`config.mk`:
```
export PLATFORM = sky130hd
export DESIGN_NAME = dbpdet_diff
export DESIGN_NICKNAME = d
export VERILOG_FILES = /design/src/rtl/dbpdet_pkg.sv /design/src/rtl/dbpdet_diff.sv
export SDC_FILE = /design/constraint.sdc
export NUM_CORES = 2
export LEC_CHECK = 0
export BUFFER_PORTS_ARGS = -buffer_cell sky130_fd_sc_hd__buf_2
export CORE_ASPECT_RATIO = 1.25
export CORE_UTILIZATION = 45
export DETAILED_ROUTE_END_ITERATION = 10
export GPL_ROUTABILITY_DRIVEN = 1
export MAX_ROUTING_LAYER = met4
export SYNTH_ARGS = -nofsm -noshare
export SYNTH_HDL_FRONTEND = slang
export SYNTH_SLANG_ARGS = --single-unit
```
`constraint.sdc`:
```
create_clock -name clk -period 14 [get_ports clk]
set_input_delay 2.8 -clock clk [delete_from_list [all_inputs] [get_ports clk]]
set_output_delay 2.8 -clock clk [all_outputs]
set_load 0.05 [all_outputs]
```
`src/rtl/dbpdet_pkg.sv`:
```
// dbpdet_pkg: widths, register indexes, reset values, shared types and the
// popcount helper for the DBPSK preamble detector.
// No dependencies.
`timescale 1ns / 1ps

package dbpdet_pkg;

	localparam int CHANNELS    = 1024;
	localparam int IDX_W       = $clog2(CHANNELS);
	localparam int CHAN_W      = 10;
	localparam int SAMPLE_BITS = 16;
	localparam int SAMP_PAIR_W = 2 * SAMPLE_BITS;
	localparam int PROD_W      = 2 * SAMPLE_BITS;
	localparam int SUM_W       = PROD_W + 1;
	localparam int SHIFT_W     = 32;
	localparam int MSB_POS     = SHIFT_W - 1;
	localparam int BITS_W      = 2 * SHIFT_W;
	localparam int ERR_W       = 6;
	localparam int OUT_DATA_W  = 16;
	localparam int CFG_IDX_W   = 4;
	localparam int CFG_DATA_W  = 32;

	localparam logic [CFG_IDX_W-1:0] REG_PATTERN = CFG_IDX_W'(0);
	localparam logic [CFG_IDX_W-1:0] REG_MAX_ERR = CFG_IDX_W'(1);

	localparam logic [SHIFT_W-1:0] PATTERN_RESET = 32'h97157A6F;
	localparam logic [ERR_W-1:0]   MAX_ERR_RESET = ERR_W'(3);

	typedef struct packed {
		logic dot_pos;
		logic cross_pos;
	} diff_t;

	typedef struct packed {
		logic [ERR_W-1:0] err_quad;
		logic [ERR_W-1:0] err_direct;
		logic             match_both_inverted;
		logic             match_bits_inverted;
		logic             match_iq_rotated;
		logic             match_normal;
	} score_t;

	// channel number to state entry, wraps at CHANNELS (power of two)
	function automatic logic [IDX_W-1:0] chan_to_idx(input logic [CHAN_W-1:0] chan);
		return IDX_W'(32'(chan) % CHANNELS);
	endfunction

	// nibble counts, then an 8-term sum
	function automatic logic [ERR_W-1:0] popcount(input logic [SHIFT_W-1:0] v);
		logic [2:0]       nib [SHIFT_W/4];
		logic [ERR_W-1:0] sum;
		for (int k = 0; k < SHIFT_W/4; k++) begin
			nib[k] = 3'(v[4*k]) + 3'(v[4*k+1]) + 3'(v[4*k+2]) + 3'(v[4*k+3]);
		end
		sum = '0;
		for (int k = 0; k < SHIFT_W/4; k++) begin
			sum = sum + ERR_W'(nib[k]);
		end
		return sum;
	endfunction

endpackage

```
`src/rtl/dbpdet_diff.sv`:
```
// dbpdet_diff: differential products of previous and current sample, one
// register stage after the multipliers, then sign tests. Uses dbpdet_pkg.
`timescale 1ns / 1ps

module dbpdet_diff (
	input  logic                                clk,
	input  logic                                en,
	input  logic signed [dbpdet_pkg::SAMPLE_BITS-1:0] prev_si,
	input  logic signed [dbpdet_pkg::SAMPLE_BITS-1:0] prev_sq,
	input  logic signed [dbpdet_pkg::SAMPLE_BITS-1:0] cur_si,
	input  logic signed [dbpdet_pkg::SAMPLE_BITS-1:0] cur_sq,
	output dbpdet_pkg::diff_t                   diff
);
	import dbpdet_pkg::*;

	// internal I is the imaginary part, internal Q the real part
	logic signed [PROD_W-1:0] p_ii_s2, p_qq_s2, p_iq_s2, p_qi_s2;
	logic signed [SUM_W-1:0]  dot, cross_sum;

	always_ff @(posedge clk) begin
		if (en) begin
			p_ii_s2 <= prev_si * cur_si;
			p_qq_s2 <= prev_sq * cur_sq;
			p_iq_s2 <= prev_si * cur_sq;
			p_qi_s2 <= prev_sq * cur_si;
		end
	end

	always_comb begin
		dot            = SUM_W'(p_ii_s2) + SUM_W'(p_qq_s2);
		cross_sum      = SUM_W'(p_iq_s2) - SUM_W'(p_qi_s2);
		diff.dot_pos   = !dot[SUM_W-1] && (dot != '0);
		diff.cross_pos = !cross_sum[SUM_W-1] && (cross_sum != '0);
	end

endmodule

```
==> metrics <==
Core Rows 132; total grt overflow 0; max_slew headroom 0.171; RSZ-0062 raised after global routing false; multi-input logic area 37700 µm²; Layout area overhead 4.22%; Synth Cell Area 46900 µm²; ratio of cells with drive above 1 in the final layout 0.0302; WP buf/inv 4; fraction of the mapped netlist area in adder cells 0.553; post-CTS setup buffers 0; Final period util 0.686; PortBufs 67; Root Buffer clkbuf_16; clock buffer depth 2; Synth Area in XOR/XNOR 0.0312; most common cell after layout, fill and taps aside inv_1; final WL 111000 µm; Pre-antenna DRT Iters 5; hold path cells 1; Seq/Total Area, Yosys 0.0820; # IOs 68; Synth Net Count 6569; initial antenna violation count 12; Max Cap Viol 0; register area 3840 µm²; global-route wire length before repair 186000 µm; Filler cells 9995; post-synth cell types 81; mux share of post-synthesis cell area 0.00176; Total GRT Usage 0.232; number of flops mapped to enable cells by yosys 128; Ys Warns 0; Crit path largest cell delay 0.70 ns; DIE AREA 106000 µm²; critical path required time 14.26 ns; die height 363 µm; TritonCTS clock tree built; Worst setup EP type flop; Hold Path Sink p_ii_s2[30]$_DFFE_PP_; Final ANT Viol Nets 0; setup TNS 0 ns; post-cts resize count 0; Slew Limit Fails 0; number of remaining DRC errors 0; Final GP Congestion 0.856; flops & latches, synth ~130; post-synth top area share 0.448; total CTS buffers 17; cells after synthesis 5061; Setup Crit Path Kind in -> reg; Worst-path clk slew 0.07 ns; Starting DRT DRC Count 1866; die width 291 µm; Post-synth ARST share 0; CP arrival 9.87 ns; Startpoint Class input port; status completed; routed wire length per instance approximately 18 µm; fmax 104 MHz; fin crit period 9.61 ns; nets@finish 6464; Fin Hold WS 2.85 ns; initial core utilization 0.454; post-synth top area cell fa_1; vias in the first global route 35200; met3 global-route usage 0.0231; compound-gate portion of the synthesized area 0.0654; cts hold-fix bufs 0; H-tree Lvls 4; Worst Tran Pin Value 1.21 ns; Hold Startpoint en; Worst Hold Class in -> reg; met1 GRT Util 0.293; simple-gate share of the synthesized area 0.152; Final setup viols 0; critical path fanouts, max 32; most frequent cells in the layout inv_1, fa_1, nand2_1; CP delay by family, top adder cells; DP Wirelength 87100 µm; pin count of the biggest net entering global routing 72; CP most frequent cell fa_1; Synth Area per Inst 9.27 µm²; M2 GR Usage 0.389; Core Region 103000 µm²; Fin. Hold Viols 0; GR peak layer met2; CTS Sinks 128; CP cell instances buf_2, nand2_1, fa_1, fa_1, fa_1, inv_1, fa_1, fa_1, inv_1, fa_1, inv_1, ha_1, and3_1, nand3_1, o21ai_0, a31oi_1, a21boi_1, a41oi_1, o31ai_1, o41ai_1, o2111ai_1, a21oi_1, xnor2_1; vias per inst roughly 5.2; combinational family with the most area after synthesis adder cells; top cells by area, synth fa_1, ha_1, inv_1, edfxtp_1, and2_1; Main synth FF type edfxtp_1; Crit-path slowest cell o41ai_1; via count 32900
Yosys cell counts, types with 17 or more instances:
library cell,number
a211oi_1,17
a21o_1,55
a21oi_1,134
a31oi_1,21
and2_1,509
and3_1,21
clkbuf_1,198
edfxtp_1,128
fa_1,1050
ha_1,392
inv_1,1220
nand2_1,532
nand2b_1,39
nand3_1,48
nor2_1,150
nor2b_1,18
nor3_1,39
o21a_1,22
o21ai_0,74
o21bai_1,19
xnor2_1,129
xor2_1,38
per-layer routing:
layer  vias to the layer above  share of wire
met3                       123          0.039
met4                         0          0.034
met5                         -              0
li1                      15000              -
met2                       684           0.50
met1                     17100           0.42
flip-flops by register name, summed over array words and instances, names as in the netlist:
name,flops
p_qi_s2,32
p_ii_s2,32
p_iq_s2,32
p_qq_s2,32
worst max-delay path by stage:
stage	slack, ns	depth (start not counted)	to	startpoint
2_1_floorplan	5.15	23	p_qq_s2[30]$_DFFE_PP_	cur_sq[1]
3_3_place_gp	4.14	25	p_qi_s2[31]$_DFFE_PP_	cur_si[15]
3_5_place_dp	4.02	22	p_iq_s2[31]$_DFFE_PP_	prev_si[9]
4_1_cts	4.59	23	p_iq_s2[31]$_DFFE_PP_	prev_si[9]
5_1_grt	4.09	23	p_iq_s2[31]$_DFFE_PP_	prev_si[9]
6_report	4.39	23	p_iq_s2[31]$_DFFE_PP_	prev_si[9]
stage by stage:
step / util / setup slack (ns) / cells / area [µm²]
3_3_place_gp: 0.467 / 4.14 / 6277 / 48200
6_report: 0.473 / 4.39 / 6317 / 48900
5_1_grt: 0.473 / 4.09 / 6315 / 48900
2_1_floorplan: - / 5.15 / 5061 / 46900
3_5_place_dp: 0.467 / 4.02 / 6277 / 48200
4_1_cts: 0.473 / 4.59 / 6308 / 48900
area by class of cell:
class,instances,area share
sequential,128,0.0786
inverter,1220,0.0937
tap,1340,0.0343
clock inverter,13,0.00379
multi-input combinational,3506,0.771
clock buffer,18,0.00878
antenna,9,0.000461
timing repair buffer,83,0.00945
kinds of logic (layout without fill, tap and decap cells):
family,count (synthesis),count (layout)
xor+xnor,167,167
flops,128,128
simple gates,1424,1424
buf+inv,1427,1334
other cells,0,9
fa+ha+maj,1442,1442
compound gates,465,465
mux,8,8
Power is not shown: default switching activity piles up to over one toggle a cycle in this logic, so the estimate is an artifact.
