==> src/rtl/dbpdet_pkg.sv <==
// dbpdet_pkg: widths, register indexes, reset values, shared types and the
// popcount helper for the DBPSK preamble detector.
// No dependencies.
`timescale 1ns / 1ps

package dbpdet_pkg;

	localparam int CHANNELS    = 1024;
	localparam int IDX_W       = $clog2(CHANNELS);
	localparam int CHAN_W      = 10;
	localparam int SAMPLE_BITS = 16;
	localparam int SAMP_PAIR_W = 2 * SAMPLE_BITS;
	localparam int PROD_W      = 2 * SAMPLE_BITS;
	localparam int SUM_W       = PROD_W + 1;
	localparam int SHIFT_W     = 32;
	localparam int MSB_POS     = SHIFT_W - 1;
	localparam int BITS_W      = 2 * SHIFT_W;
	localparam int ERR_W       = 6;
	localparam int OUT_DATA_W  = 16;
	localparam int CFG_IDX_W   = 4;
	localparam int CFG_DATA_W  = 32;

	localparam logic [CFG_IDX_W-1:0] REG_PATTERN = CFG_IDX_W'(0);
	localparam logic [CFG_IDX_W-1:0] REG_MAX_ERR = CFG_IDX_W'(1);

	localparam logic [SHIFT_W-1:0] PATTERN_RESET = 32'h97157A6F;
	localparam logic [ERR_W-1:0]   MAX_ERR_RESET = ERR_W'(3);

	typedef struct packed {
		logic dot_pos;
		logic cross_pos;
	} diff_t;

	typedef struct packed {
		logic [ERR_W-1:0] err_quad;
		logic [ERR_W-1:0] err_direct;
		logic             match_both_inverted;
		logic             match_bits_inverted;
		logic             match_iq_rotated;
		logic             match_normal;
	} score_t;

	// channel number to state entry, wraps at CHANNELS (power of two)
	function automatic logic [IDX_W-1:0] chan_to_idx(input logic [CHAN_W-1:0] chan);
		return IDX_W'(32'(chan) % CHANNELS);
	endfunction

	// nibble counts, then an 8-term sum
	function automatic logic [ERR_W-1:0] popcount(input logic [SHIFT_W-1:0] v);
		logic [2:0]       nib [SHIFT_W/4];
		logic [ERR_W-1:0] sum;
		for (int k = 0; k < SHIFT_W/4; k++) begin
			nib[k] = 3'(v[4*k]) + 3'(v[4*k+1]) + 3'(v[4*k+2]) + 3'(v[4*k+3]);
		end
		sum = '0;
		for (int k = 0; k < SHIFT_W/4; k++) begin
			sum = sum + ERR_W'(nib[k]);
		end
		return sum;
	endfunction

endpackage

==> src/rtl/dbpdet_score.sv <==
// dbpdet_score: Hamming distances of the two shift registers against the preamble word
// (inverted for the quad register) and the four threshold flags. Uses dbpdet_pkg.
`timescale 1ns / 1ps

module dbpdet_score (
	input  logic [dbpdet_pkg::SHIFT_W-1:0] pattern,
	input  logic [dbpdet_pkg::ERR_W-1:0]   max_err,
	input  logic [dbpdet_pkg::SHIFT_W-1:0] phase_bits,
	input  logic [dbpdet_pkg::SHIFT_W-1:0] quad_bits,
	output dbpdet_pkg::score_t             score
);
	import dbpdet_pkg::*;

	logic [ERR_W-1:0] err_d, err_q;

	always_comb begin
		err_d                     = popcount(phase_bits ^ pattern);
		err_q                     = popcount(quad_bits ^ ~pattern);
		score.err_direct          = err_d;
		score.err_quad            = err_q;
		score.match_normal        = err_d <= max_err;
		score.match_iq_rotated    = err_q <= max_err;
		score.match_bits_inverted = (ERR_W'(SHIFT_W) - err_d) <= max_err;
		score.match_both_inverted = (ERR_W'(SHIFT_W) - err_q) <= max_err;
	end

endmodule
==> config.mk <==
export PLATFORM = sky130hd
export DESIGN_NAME = dbpdet_score
export DESIGN_NICKNAME = d
export VERILOG_FILES = /design/src/rtl/dbpdet_pkg.sv /design/src/rtl/dbpdet_score.sv
export SDC_FILE = /design/constraint.sdc
export NUM_CORES = 1
export LEC_CHECK = 0
export BUFFER_PORTS_ARGS = -buffer_cell sky130_fd_sc_hd__buf_2
export CORE_UTILIZATION = 45
export DETAILED_ROUTE_END_ITERATION = 6
export PLACE_DENSITY = 0.76
export SYNTH_ARGS = -nofsm -noshare
export SYNTH_HDL_FRONTEND = slang
export SYNTH_SLANG_ARGS = --single-unit
==> constraint.sdc <==
create_clock -name vclk -period 7.4
set_input_delay 0.37 -clock vclk [all_inputs]
set_output_delay 0.37 -clock vclk [all_outputs]
set_load 0.05 [all_outputs]
==> key figures, run 1 <==
Logic synthesis
  • Number of cells produced by synthesis: 299
  • Synthesized Nets: 487
  • Netlist area before placement: 2850 sq um
  • Sequential share of the synthesized area: 0%
  • Top post-synthesis cells by area: fa_1 (34%), ha_1 (17%), xnor2_1 (12%)
  • Share of Yosys cell area claimed by the top area cell type: ~34%
  • Most numerous cell in the Yosys netlist: inv_1
  • Average instance area after synthesis: approximately 9.5 sq um
  • Count of cell types in the netlist: 34
  • Most frequent cells after synthesis: inv_1 (59), fa_1 (48), ha_1 (38), xnor2_1 (38), xor2_1 (35)
  • Largest area contributor in the synthesized netlist: fa_1
  • Warnings, synthesis: 0

Setup path
  • WP data required: 7.03 ns
  • Start point of the critical path: pattern[0]
  • Top fanout value on the critical path: 5
  • Crit path launch type: input pin
  • Critical Setup Path Class: in2out
  • Signal arrival time at the worst endpoint: about 6.7 ns
  • Crit end category: primary output

Placement
  • I/O Buffers: approximately 120
  • Number of placed instances with taps included: a little under 500
  • Post-Place Cell Area: 3560 sq um
  • Placement Setup Slack: 0.313 ns
  • Weighted congestion reported at the end of routability-driven placement: 0.799
  • DP Wirelength: between 5000 and 6000 microns

Clocking
  • Post-CTS setup buffer count: 0
  • Post-CTS Hold Buffers: 0
  • # resized after CTS: 0

Timing
  • Worst-margin pin slew: about 0.42 ns
  • Setup ws final: around 0.32 ns
  • Number of failing setup endpoints in the final timing report: 0
  • Relative slew margins: a little over 70%
  • Share of the clock period used by the worst path after layout: between 90% and 100%
  • Unrepaired setup endpoints after global routing: no
  • Highest clock frequency the design can meet: between 100 and 150 MHz
  • Post-route worst hold slack: roughly 1.4 ns
  • Min cycle time layout: 7.08 ns
  • Final Hold Viols: 0
  • Final max-slew violation count: 0

Cells and area
  • Number of standard cells in the layout, taps in and fillers out: between 400 and 500
  • Number of nets in the final layout: ~610
  • Count of inserted antenna diode cells: 0
  • Count of sequential standard cells: 0
  • Combined flip-flop and latch cell area: 0 sq um
  • Area growth syn-to-layout: 25.0%
  • Ratio of cells with drive above 1 in the final layout: 31.7%
  • Multi-input logic area: approximately 2600 sq um
  • Count of clock buffers in the final design: 0
  • Final Instance Area: approximately 3600 sq um
  • Fill count: roughly 530

Route
  • Initial DRC count: 39
  • Overall via count from detail_route: about 2.4k
  • Number of nets with antenna violations after routing: 0
  • Average wire per standard cell: 11.5 microns
  • Ratio of routed vias to standard cells: around 4.8
  • Number of design rule violations left after detail routing: 0
  • Post-Route WL: ~5600 microns
  • Drt pass-1 iters: 4

Global route
  • Total gr overflow: 0
  • Number of antenna violations at the first check in global routing: 0
  • Via count of the first global-routing pass: 2,326
  • Overall track demand over capacity in global routing: between 10% and 20%
  • Largest net degree at the start of global routing: 9
  • First-pass GRT wire length: approximately 9000 microns

Die
  • Floorplan die area: roughly 6700 sq um
  • Starting utilization of the core area: between 40% and 50%
  • Total core area: 6030 sq um
  • Floorplan row count: 28
  • DIE HEIGHT: between 80 and 90 microns
  • Chip width: about 80 microns
  • Top-Level Pins: approximately 120

Hold path
  • Type of the most critical hold path: in2out
  • Hold Path Origin: quad_bits[2]

Job
  • Number of maximum-capacitance violations: 0

Status
  • Status: finished, final reports clean
final timing paths:
kind	depth (start not counted)	end	slack, ns
max	22	score[3]	0.32
min	4	score[10]	1.38
cell type report:
cell class | instances | share of cell area, %
multi-input combinational | 238 | 74.4
timing repair buffer | 119 | 16.8
inverter | 59 | 6.22
tap | 75 | 2.63
placed cells by master, fill, tap and decap left out, drive strengths merged:
cell and instances:
buf 119, inv 59, fa 48, xnor2 41, ha 38, xor2 35, a21oi 16, nor2 10
nand2 8, a21o 7, nor2b 5, nand4 5, o32ai 5, and3 2, nor3b 2, o21a 2
and4bb 2, nand2b 1, nor3 1, a31oi 1, and2 1, o311a 1, nand4b 1, nand3 1
or3 1, or3b 1, a211o 1, o211ai 1, o21ai 1
worst max-delay path, stage by stage:
cell	delay [ns]
buf_2	0.11
xor2_1	0.18
fa_1	0.53
inv_1	0.06
fa_1	0.51
fa_1	0.54
fa_1	0.55
inv_1	0.05
fa_1	0.50
fa_1	0.54
inv_1	0.04
ha_1	0.22
fa_1	0.42
xor2_2	0.21
or3_1	0.42
xor2_1	0.18
ha_1	0.31
a21o_1	0.19
a21oi_1	0.18
nor2b_1	0.08
o32ai_2	0.23
buf_2	0.29
routing by layer:
| layer | vias up | wire, microns | global-route usage [%] |
|---|---|---|---|
| met4 | 0 | 26 | 1.40 |
| li1 | 1186 | - | - |
| met5 | - | 0 | 0 |
| met1 | 1124 | 2300 | 21.0 |
| met3 | 2 | 198 | 0.667 |
| met2 | 64 | 3120 | 34.0 |
cell families (layout without fill, tap and decap cells):
family | count (synthesis) | after routing | share of synthesized area, %
AOI/OAI and AO/OA | 35 | 35 | 8.96
xor gates and xnor gates | 76 | 76 | 24.2
adders and majority gates | 86 | 86 | 50.4
buffers and inverters | 61 | 178 | 8.08
and+or+nand+nor | 41 | 41 | 8.39
metrics by stage:
stage / util (%) / setup TNS [ns]
after CTS: 59.1 / 0
after global placement: 59.1 / 0
after global routing: 59.1 / 0
after floorplan: - / -0.154
after detailed placement: 59.1 / 0
final: 59.1 / 0
Power of run 1 is left out: the tool's default activity adds up to more than one toggle a clock period on the data nets, which glitch-free logic cannot reach.
==> run 2, diff against run 1 <==
Settings changed: ABC_AREA set to 1, ABC_CLOCK_PERIOD_IN_PS set to 7400, PLACE_DENSITY 0.76 to 0.75.
==> key figures, run 2 <==
Status
  • Status: finished, final reports clean

Logic synthesis
  • Most numerous cell in the Yosys netlist: inv_1
  • Top post-synthesis cells by area: fa_1 (33%), ha_1 (16%), xor2_1 (11%)
  • Most frequent cells after synthesis: inv_1 (80), fa_1 (48), nand2_1 (40)
  • Average instance area after synthesis: between 8 and 9 sq um
  • Netlist area before placement: slightly below 3000 sq um
  • Share of Yosys cell area claimed by the top area cell type: between 30 and 40%
  • Synthesized Nets: ~540
  • Sequential share of the synthesized area: 0%
  • Count of cell types in the netlist: 20
  • Number of cells produced by synthesis: approximately 350
  • Largest area contributor in the synthesized netlist: fa_1
  • Warnings, synthesis: 0

Setup path
  • Signal arrival time at the worst endpoint: roughly 6.3 ns
  • Top fanout value on the critical path: 3
  • WP data required: between 7 and 8 ns
  • Critical Setup Path Class: in2out
  • Crit path launch type: input pin
  • Crit end category: primary output

Die
  • Starting utilization of the core area: approximately 48%
  • Floorplan row count: 28
  • Top-Level Pins: 118
  • Chip width: 82.4 microns
  • Total core area: 6060 sq um
  • Floorplan die area: ~6800 sq um
  • DIE HEIGHT: around 82 microns

Global route
  • Via count of the first global-routing pass: 2,590
  • Largest net degree at the start of global routing: 7
  • Number of antenna violations at the first check in global routing: 0
  • First-pass GRT wire length: just over 10,000 microns
  • Total gr overflow: 0
  • Overall track demand over capacity in global routing: between 10% and 20%

Clocking
  • # resized after CTS: 0
  • Post-CTS Hold Buffers: 0
  • Post-CTS setup buffer count: 0

Cells and area
  • Number of nets in the final layout: 656
  • Ratio of cells with drive above 1 in the final layout: between 20 and 30%
  • Top library cells by usage in the layout, fill and taps aside: buf_2 (118), inv_1 (80), fa_1 (48)
  • Most common cell after layout, fill and taps aside: buf_2
  • Number of standard cells in the layout, taps in and fillers out: around 540
  • Area growth syn-to-layout: 23.6%
  • Combined flip-flop and latch cell area: 0 sq um
  • Count of clock buffers in the final design: 0
  • Count of inserted antenna diode cells: 0
  • Count of sequential standard cells: 0

Route
  • Post-Route WL: approximately 6300 microns
  • Average wire per standard cell: 11.6 microns
  • Number of nets with antenna violations after routing: 0
  • Initial DRC count: 32
  • Drt pass-1 iters: 4
  • Number of design rule violations left after detail routing: 0
  • Overall via count from detail_route: ~2.5k
  • Ratio of routed vias to standard cells: around 4.6

Timing
  • Unrepaired setup endpoints after global routing: no
  • Share of the clock period used by the worst path after layout: between 90% and 100%
  • Final max-slew violation count: 0
  • Setup total negative slack: 0 ns
  • Worst-margin pin slew: approximately 0.32 ns
  • Number of failing setup endpoints in the final timing report: 0
  • Highest clock frequency the design can meet: between 100 and 150 MHz
  • Final Hold Viols: 0
  • Min cycle time layout: approximately 6.7 ns
  • Relative slew margins: 78.5%

Job
  • Number of maximum-capacitance violations: 0

Placement
  • I/O Buffers: about 120
  • Number of placed instances with taps included: roughly 540
  • Weighted congestion reported at the end of routability-driven placement: around 0.8
  • DP Wirelength: 6090 microns

Hold path
  • Type of the most critical hold path: in2out
run 2: cell types whose count changed after synthesis, sizes merged, moves of 6 or more:
| cell | before | now |
|---|---|---|
| inv | 59 | 82 |
| xnor2 | 41 | 32 |
| a21o | 7 | 0 |
| nand3 | 1 | 22 |
| nor2 | 10 | 16 |
| o21ai | 1 | 12 |
| nand2 | 8 | 47 |
run 2: final timing paths:
path,start,to,slack (ns),depth (start not counted)
worst max-delay path,pattern[0],score[3],0.69,26
worst min-delay path,max_err[0],score[0],1.39,5
run 2: logic make-up (layout without fill, tap and decap cells):
logic type      count (synthesis)  count (layout)  synth area share (%)
buf+inv                        84             202                  10.9
xor+xnor                       68              68                  20.8
simple gates                   85              85                  14.4
fa+ha+maj                      86              86                  49.4
compound gates                 25              25                  4.52
run 2: final cells by class:
cell class	count	area (sq um)
Fill cell	575	2470
Inverter	84	315
Multi-Input combinational cell	264	2590
Tap cell	75	93.8
Timing Repair Buffer	118	591
run 2: worst max-delay path: stages:
cell and delay (ns):
buf_2 0.11, xor2_1 0.17, fa_1 0.54, inv_1 0.06, fa_1 0.51, fa_1 0.53
fa_1 0.54, inv_1 0.06, fa_1 0.51, fa_1 0.56, inv_1 0.04, ha_1 0.23
fa_1 0.48, inv_1 0.10, ha_1 0.18, inv_1 0.05, nor2_1 0.13, nand2_2 0.08
xor2_2 0.14, ha_1 0.27, nand2_1 0.08, nor2_1 0.06, o21ai_0 0.08, inv_1 0.07
o21ai_1 0.14, buf_2 0.28
run 2: stage by stage:
step / instance area [sq um] / util, % / setup slack [ns] / hold WS (ns)
finish: 3590 / 59.2 / 0.685 / 1.39
global route: 3590 / 59.2 / 0.369 / 1.45
CTS: 3590 / 59.2 / 0.642 / 1.38
detailed placement: 3590 / 59.2 / 0.647 / 1.38
global placement: 3590 / 59.2 / 0.823 / 1.39
floorplan: 2910 / - / 0.357 / 1.23
run 2: per-layer routing:
| layer | global-route usage (%) | share of wire, % |
|---|---|---|
| met5 | 0 | 0 |
| met4 | 0 | 0 |
| met3 | 0.549 | 4.7 |
| met2 | 42.2 | 54 |
| met1 | 21.3 | 42 |
Power of run 2 is left out for the same reason.
